==> src/rtl/core/assert_macros.svh <==
// Assertion macros shared by the divider RTL.
`ifndef ASSERT_MACROS_SVH
`define ASSERT_MACROS_SVH

// Antecedent implies consequent in the same cycle.
`define EID_ASSERT_SAME(lbl, ante, cons, msg) \
  lbl: assert property (@(posedge clk) disable iff (rst) (ante) |-> (cons)) else $error(msg);

// Antecedent implies consequent in the next cycle.
`define EID_ASSERT_NEXT(lbl, ante, cons, msg) \
  lbl: assert property (@(posedge clk) disable iff (rst) (ante) |=> (cons)) else $error(msg);

`endif

==> src/rtl/core/eid_pkg.sv <==
// Package: shared constants of the estimate-based iterative divider.
`timescale 1ns / 1ps

package eid_pkg;

  // Default operand width.
  localparam int DATA_WIDTH = 32;

  // Reciprocal estimate coefficients: 11 * 2^(k-2) for msb k > 1, 5 * 2^(k-1) for k == 1.
  localparam int COEF_HI = 11;
  localparam int COEF_LO = 5;

endpackage

==> src/rtl/core/eid_in_if.sv <==
// Interface: operand request channel (dividend, divisor).
`timescale 1ns / 1ps

interface eid_in_if #(
  parameter int W = eid_pkg::DATA_WIDTH
);
  logic         valid;
  logic         ready;
  logic [W-1:0] dividend;
  logic [W-1:0] divisor;

  modport source (output valid, output dividend, output divisor, input ready);
  modport sink   (input valid, input dividend, input divisor, output ready);
endinterface

==> src/rtl/core/eid_out_if.sv <==
// Interface: result request channel (quotient, remainder, divide-by-zero flag).
`timescale 1ns / 1ps

interface eid_out_if #(
  parameter int W = eid_pkg::DATA_WIDTH
);
  logic         valid;
  logic         ready;
  logic [W-1:0] quotient;
  logic [W-1:0] remainder;
  logic         divide_by_zero;

  modport source (output valid, output quotient, output remainder, output divide_by_zero,
                  input ready);
  modport sink   (input valid, input quotient, input remainder, input divide_by_zero,
                  output ready);
endinterface

==> src/rtl/core/estimate_iterative_divider.sv <==
// Top level: estimate-based iterative unsigned divider with output register.
`timescale 1ns / 1ps

// Unsigned divider, quotient and remainder of dividend / divisor at DATA_WIDTH
// bits. One request at a time: after an operand request is taken the block
// stays busy until its result is handed to the output register. The partial
// remainder is cut down by a quotient estimate times the divisor on each pass;
// every pass uses the one shared WxW multiplier twice (remainder times the
// reciprocal coefficient, then estimate times divisor) in the states MUL1, EST,
// MUL2, SUB and TEST. The number of passes is none when the divisor exceeds
// the dividend, one or two for divisors near the dividend, up to about W for
// a divisor of one (each pass at least halves the remainder). The next
// request is taken in the cycle after the hand-off. A zero divisor skips the
// loop and returns all-ones quotient, the dividend as remainder and
// divide_by_zero set. The output register lets a new request be taken while a
// finished result still waits on the sink.

`include "assert_macros.svh"

module estimate_iterative_divider #(
  parameter int DATA_WIDTH = eid_pkg::DATA_WIDTH
) (
  input  logic      clk,
  input  logic      rst,
  eid_in_if.sink    operands,
  eid_out_if.source results
);

  logic                  core_done;
  logic                  take;
  logic [DATA_WIDTH-1:0] core_q;
  logic [DATA_WIDTH-1:0] core_r;
  logic                  core_dbz;
  logic                  out_valid;

  // Result moves into the output register when the slot is empty or draining.
  assign take = !out_valid || results.ready;

  eid_core #(.W(DATA_WIDTH)) u_core (
    .clk            (clk),
    .rst            (rst),
    .operands       (operands),
    .take           (take),
    .done           (core_done),
    .quotient       (core_q),
    .remainder      (core_r),
    .divide_by_zero (core_dbz)
  );

  always_ff @(posedge clk) begin
    if (rst) begin
      out_valid <= 1'b0;
    end else if (core_done && take) begin
      out_valid              <= 1'b1;
      results.quotient       <= core_q;
      results.remainder      <= core_r;
      results.divide_by_zero <= core_dbz;
    end else if (results.ready) begin
      out_valid <= 1'b0;
    end
  end

  assign results.valid = out_valid;

  // Busy right after an accepted request.
  `EID_ASSERT_NEXT(a_busy_after_accept, operands.valid && operands.ready, !operands.ready, "ready after accept")
  // A finished result blocked by a full output slot stays finished.
  `EID_ASSERT_NEXT(a_result_held, core_done && !take, core_done, "result dropped")
  // A handed-off result shows up on the output.
  `EID_ASSERT_NEXT(a_result_loaded, core_done && take, results.valid, "result not loaded")
  // Divide by zero carries an all-ones quotient.
  `EID_ASSERT_SAME(a_dbz_quotient, results.valid && results.divide_by_zero, results.quotient == '1, "bad dbz quotient")

endmodule

==> src/rtl/core/eid_mul.sv <==
// Shared multiplier: full-width unsigned product, registered.
`timescale 1ns / 1ps

module eid_mul #(
  parameter int W = eid_pkg::DATA_WIDTH
) (
  input  logic           clk,
  input  logic [W-1:0]   a,
  input  logic [W-1:0]   b,
  output logic [2*W-1:0] p
);

  always_ff @(posedge clk) begin
    p <= {{W{1'b0}}, a} * {{W{1'b0}}, b};
  end

endmodule

==> src/rtl/core/eid_core.sv <==
// Sequencer and datapath of the divider; drives the shared multiplier.
`timescale 1ns / 1ps

module eid_core #(
  parameter int W = eid_pkg::DATA_WIDTH
) (
  input  logic         clk,
  input  logic         rst,
  eid_in_if.sink       operands,
  input  logic         take,
  output logic         done,
  output logic [W-1:0] quotient,
  output logic [W-1:0] remainder,
  output logic         divide_by_zero
);

  localparam int LW = $clog2(W);

  typedef enum logic [3:0] {
    S_IDLE, S_SETUP, S_CHECK, S_MUL1, S_EST, S_MUL2, S_SUB, S_TEST, S_DONE
  } state_t;

  state_t         state;
  logic [W-1:0]   q;
  logic [W-1:0]   r;
  logic [W-1:0]   n;
  logic [W-1:0]   coef;
  logic [W-1:0]   est;
  logic [LW-1:0]  k;
  logic           dbz;

  logic [W-1:0]   mul_a;
  logic [W-1:0]   mul_b;
  logic [2*W-1:0] prod;

  logic [W+1:0]   coef_wide;
  logic [LW:0]    shamt_alt;
  logic [LW:0]    shamt_est;
  logic [2*W-1:0] alt;
  logic [2*W-1:0] est_shift;
  logic [2*W-1:0] est_full;
  logic           hit;
  logic           r_ge_n;

  function automatic logic [LW-1:0] msb_pos(input logic [W-1:0] v);
    logic [LW-1:0] pos;
    pos = '0;
    for (int i = 0; i < W; i++) begin
      if (v[i]) pos = LW'(i);
    end
    return pos;
  endfunction

  eid_mul #(.W(W)) u_mul (
    .clk (clk),
    .a   (mul_a),
    .b   (mul_b),
    .p   (prod)
  );

  // Operand select for the shared multiplier.
  always_comb begin
    case (state)
      S_MUL2: begin
        mul_a = est;
        mul_b = n;
      end
      default: begin
        mul_a = r;
        mul_b = coef;
      end
    endcase
  end

  always_comb begin
    if (k > LW'(1)) begin
      coef_wide = (W+2)'(eid_pkg::COEF_HI) << (k - LW'(2));
    end else begin
      coef_wide = (W+2)'(eid_pkg::COEF_LO);
    end
    coef_wide = coef_wide - {2'b00, n};
  end

  assign shamt_alt = {k, 1'b1};
  assign shamt_est = {1'b0, k} + (LW+1)'(1);
  assign alt       = prod >> shamt_alt;
  assign est_shift = {{W{1'b0}}, r >> shamt_est};
  assign est_full  = ((k != '0) && (alt > est_shift)) ? alt : est_shift;
  assign hit       = (r >> k) == W'(1);
  assign r_ge_n    = r >= n;

  assign operands.ready = (state == S_IDLE);
  assign done           = (state == S_DONE);
  assign quotient       = q;
  assign remainder      = r;
  assign divide_by_zero = dbz;

  always_ff @(posedge clk) begin
    if (rst) begin
      state <= S_IDLE;
    end else begin
      case (state)
        S_IDLE: begin
          if (operands.valid) begin
            r   <= operands.dividend;
            n   <= operands.divisor;
            q   <= '0;
            dbz <= (operands.divisor == '0);
            if (operands.divisor == '0) begin
              q     <= '1;
              state <= S_DONE;
            end else begin
              state <= S_SETUP;
            end
          end
        end
        S_SETUP: begin
          k     <= msb_pos(n);
          state <= S_CHECK;
        end
        S_CHECK: begin
          coef  <= coef_wide[W-1:0];
          state <= r_ge_n ? S_MUL1 : S_DONE;
        end
        S_MUL1: state <= S_EST;
        S_EST: begin
          est   <= est_full[W-1:0];
          state <= S_MUL2;
        end
        S_MUL2: begin
          q     <= q + est;
          state <= S_SUB;
        end
        S_SUB: begin
          r     <= r - prod[W-1:0];
          state <= S_TEST;
        end
        S_TEST: begin
          if (hit) begin
            // remainder reached the divisor's msb: one final correction
            if (r_ge_n) begin
              q <= q + W'(1);
              r <= r - n;
            end
            state <= S_DONE;
          end else begin
            state <= r_ge_n ? S_MUL1 : S_DONE;
          end
        end
        S_DONE: begin
          if (take) state <= S_IDLE;
        end
        default: state <= S_IDLE;
      endcase
    end
  end

endmodule

==> src/flat_wrapper.sv <==
// flat-port wrapper written by rule: the top's interface ports become plain ports
module estimate_iterative_divider_flat 
#(
  parameter int DATA_WIDTH = eid_pkg::DATA_WIDTH
)
  (clk, rst, operands_valid, operands_dividend, operands_divisor, operands_ready, results_valid, results_quotient, results_remainder, results_divide_by_zero, results_ready);
  eid_in_if #(.W((eid_pkg::DATA_WIDTH))) operands_i ();
  eid_out_if #(.W((eid_pkg::DATA_WIDTH))) results_i ();
  input  logic clk;
  input  logic rst;
  input wire logic [$bits(operands_i.valid)-1:0] operands_valid;
  input wire logic [$bits(operands_i.dividend)-1:0] operands_dividend;
  input wire logic [$bits(operands_i.divisor)-1:0] operands_divisor;
  output wire logic [$bits(operands_i.ready)-1:0] operands_ready;
  output wire logic [$bits(results_i.valid)-1:0] results_valid;
  output wire logic [$bits(results_i.quotient)-1:0] results_quotient;
  output wire logic [$bits(results_i.remainder)-1:0] results_remainder;
  output wire logic [$bits(results_i.divide_by_zero)-1:0] results_divide_by_zero;
  input wire logic [$bits(results_i.ready)-1:0] results_ready;
  assign operands_i.valid = operands_valid;
  assign operands_i.dividend = operands_dividend;
  assign operands_i.divisor = operands_divisor;
  assign operands_ready = operands_i.ready;
  assign results_valid = results_i.valid;
  assign results_quotient = results_i.quotient;
  assign results_remainder = results_i.remainder;
  assign results_divide_by_zero = results_i.divide_by_zero;
  assign results_i.ready = results_ready;
  estimate_iterative_divider #(.DATA_WIDTH(DATA_WIDTH)) u_core (.clk(clk), .rst(rst), .operands(operands_i), .results(results_i));
endmodule
==> config.mk <==
export PLATFORM = sky130hd
export DESIGN_NAME = estimate_iterative_divider_flat
export DESIGN_NICKNAME = d
export VERILOG_FILES = /design/src/rtl/core/eid_pkg.sv /design/src/rtl/core/eid_in_if.sv /design/src/rtl/core/eid_out_if.sv /design/src/rtl/core/estimate_iterative_divider.sv /design/src/rtl/core/eid_mul.sv /design/src/rtl/core/eid_core.sv /design/src/flat_wrapper.sv
export VERILOG_INCLUDE_DIRS = /design/src /design/src/rtl/core
export SDC_FILE = /design/constraint.sdc
export NUM_CORES = 2
export LEC_CHECK = 0
export BUFFER_PORTS_ARGS = -buffer_cell sky130_fd_sc_hd__buf_2
export CELL_PAD_IN_SITES_DETAIL_PLACEMENT = 1
export CELL_PAD_IN_SITES_GLOBAL_PLACEMENT = 1
export CORE_MARGIN = 2
export CORE_UTILIZATION = 52
export CTS_BUF_LIST = sky130_fd_sc_hd__clkbuf_4 sky130_fd_sc_hd__clkbuf_8
export DETAILED_ROUTE_END_ITERATION = 6
export PLACE_DENSITY = 0.92
export SETUP_SLACK_MARGIN = 0.02
export SLEW_MARGIN = 0
export SYNTH_ARGS = -nofsm -noshare
export SYNTH_HDL_FRONTEND = slang
export SYNTH_SLANG_ARGS = --single-unit
export TNS_END_PERCENT = 50
==> constraint.sdc <==
create_clock -name clk -period 11 [get_ports clk]
set_input_delay 3.3 -clock clk [delete_from_list [all_inputs] [get_ports clk]]
set_output_delay 3.3 -clock clk [all_outputs]
set_load 0.005 [all_outputs]
==> impl_metrics.py <==
metrics = {
    "sta": {
        "rsz0062_at_grt": "no",
        "finalCriticalPeriod_ns": 10.80,
        "max_freq_mhz": 92.60,
        "finalSetupViolCount": 0,
        "setup_slack_ns": 0.2012,
        "min_period_over_period_pct": 98.17,
        "slew-limit-headroom_pct": 10.63,
        "tns_ns": 0,
        "final_max_slew_viol_count": 0,
        "worst_slew_pin_slew_ns": 1.315,
        "hold_viol": 0,
        "clock_skew_ns": 0.05348,
    },
    "placed_design": {
        "dp_worst_setup_slack_ns": 0.09867,
        "placed_cells": 7514,
        "gp_congestion": 1.040,
        "dp_hpwl_um": 193900,
        "io_buffers": 134,
    },
    "layout": {
        "syn_to_final_growth_pct": 6.812,
        "layout_commonest_cell": "inv_1",
        "drive_above_1_share_pct": 9.199,
        "nFillCells": 12290,
        "final_util_pct": 56.13,
        "finalNetCount": 7572,
        "multiInputGateArea_um2": 42440,
        "seqCellArea_um2": 8319,
        "final_cell_mix": "inv_1, fa_1, nor2_1, nand2_1, ha_1",
        "fin_cells": 7617,
    },
    "logic_synthesis": {
        "ys_types": 79,
        "synth_edf_count": 231,
        "synth_area_um2": 55390,
        "synth_top_area_share_pct": 32.53,
        "synth_top_area_cell": "fa_1",
        "ys_seq_area_share_pct": 15.02,
        "synthCells": 6146,
        "ys_ff_latch": 300,
        "synth-main-ff-cell": "edfxtp_1",
        "synthArstFlopShare_pct": 0,
        "synth.avg_cell_area_um2": 9.013,
        "syn_nets": 7540,
        "yosys_warnings": 0,
        "synthTopCellsByArea": "fa_1, edfxtp_1, ha_1, inv_1, nor2_1",
    },
    "cts": {
        "clkLatencyLatePin_ns": 0.68,
        "hold_buffers": 0,
        "cts_root_buf": "clkbuf_8",
        "clkSlewWorstSetupHoldPaths_ns": 0.06,
        "cts_tree": "yes",
        "h-tree-depth": 2,
        "cts_buffer_depth": 3,
        "numCtsBuffers": 50,
        "clkSinkCount": 300,
    },
    "global_routing": {
        "grt_pass1_wl_um": 350300,
        "grtUsageTotal_pct": 44.14,
        "gr-total-overflow": 0,
        "antenna_found_initial": 21,
        "grt_max_degree": 84,
        "grt_pass1_vias": 54890,
    },
    "worst_setup_path": {
        "worstPathMaxFanout": 13,
        "critPathRequiredTime_ns": 11.51,
        "critPathKind": "reg -> reg",
        "crit_arrival_ns": 11.31,
        "end_kind": "flop",
        "start_kind": "flop",
    },
    "routing": {
        "drc": 16,
        "drtIter0Drc": 5849,
        "ant_nets": 0,
        "viasPerCell": 6.588,
        "vias": 50180,
        "totalWireLength_um": 241100,
        "drt_first_pass_iters": 7,
        "wl_per_cell_um": 31.65,
    },
    "outcome": {
        "run_status": "complete, but fails checks",
        "violations": "design-rule violations",
    },
    "floorplanning": {
        "dieWidth_um": 330.4,
        "floorplan.io_pins": 135,
        "fp.dieH_um": 330.4,
        "start_util_pct": 52.55,
        "rows": 119,
        "core_um2": 105400,
        "design.die.area_um2": 109200,
    },
    "min_path": {
        "hold_class": "reg -> reg",
    },
    "run": {
        "max_cap_viol_count": 0,
    },
}
==> final cells by class <==
type | instances | area share, %
Multi-Input combinational cell | 4537 | 71.74
Sequential cell | 300 | 14.06
Antenna cell | 8 | 0.03384
Inverter | 1019 | 6.465
Clock inverter | 20 | 0.3553
Tap cell | 1391 | 2.942
Clock buffer | 72 | 1.506
Timing Repair Buffer | 270 | 2.901
==> Yosys cell counts (86+ instances only) <==
cell / number
ha_1: 426
nand2_1: 683
edfxtp_1: 231
o21ai_0: 207
a21o_1: 121
inv_1: 1017
clkbuf_1: 243
xnor2_1: 113
nor2_1: 800
a21oi_1: 274
fa_1: 900
mux2i_1: 173
mux2_2: 86
==> worst max-delay path, stage by stage, from the launching register on <==
cell	delay, ns
dfxtp_1	0.44
inv_1	0.17
nor2_1	0.21
nand2_1	0.31
nor2_4	0.58
mux2i_2	0.85
buf_4	0.30
nor2_1	0.09
fa_1	0.61
inv_1	0.07
fa_1	0.56
fa_1	0.46
fa_1	0.59
inv_1	0.08
fa_1	0.50
fa_1	0.51
fa_1	0.70
fa_1	0.50
ha_1	0.40
nand3_1	0.24
o32ai_1	0.74
o2111ai_1	0.59
a21oi_1	0.50
o21ai_0	0.16
o21ai_0	0.23
a21oi_1	0.11
xnor2_1	0.13
==> registers in the layout, indices dropped and copies added, names as in the netlist, 5 cells and up <==
register	flops
u_core.results.quotient	32
u_core.u_core.remainder	32
u_core.u_core.n	32
u_core.results.remainder	32
u_core.u_core.coef	32
u_core.u_core.est	32
u_core.u_core.k	5
u_core.u_core.quotient	32
u_core.u_core.u_mul.p	64
==> final timing paths <==
kind                                startpoint                       endpoint  slack, ns  cells past startpoint
setup / recovery        u_core.u_core.state[2]      u_core.u_core.u_mul.p[63]       0.20                     26
hold / removal    u_core.u_core.divide_by_zero  u_core.results.divide_by_zero       0.42                      0
setup reg to reg        u_core.u_core.state[2]      u_core.u_core.u_mul.p[63]       0.20                     26
hold reg to reg   u_core.u_core.divide_by_zero  u_core.results.divide_by_zero       0.42                      0
==> layer usage <==
metal  up-vias  global-route usage [%]  share of wire (%)
li1      19940                       -                  -
met1     25200                   50.18                 34
met2      3621                   67.35                 43
met3      1400                   15.55                 12
met4        16                   35.80                 10
met5         -                       0              0.061
==> logic make-up (layout without fill, tap and decap cells) <==
family	Yosys count	in the layout	synth area share, %
fa+ha+maj	1326	1326	42.15
xor+xnor	166	166	2.625
other cells	0	8	0
flops	300	300	15.02
simple gates	1813	1814	13.67
compound gates	923	923	10.63
mux	308	308	6.907
buf+inv	1310	1381	9.012
==> stage by stage <==
step	hold slack (ns)	cell area (um2)
3_3_place_gp	0.4074	57950
6_report	0.4249	59170
3_5_place_dp	0.4093	57960
5_1_grt	0.4296	59150
4_1_cts	0.4268	59060
2_1_floorplan	0.4003	55390
==> repair_timing <==
| action | 4_1_cts | 5_1_grt |
|---|---|---|
| setup buffers | 0 | 2 |
| endpoints found under the setup margin | 0 | 16 |
| resized for setup | 0 | 5 |
Power is left out: the tool's default activity adds up to more than one toggle a clock period on the data nets, which glitch-free logic cannot reach.
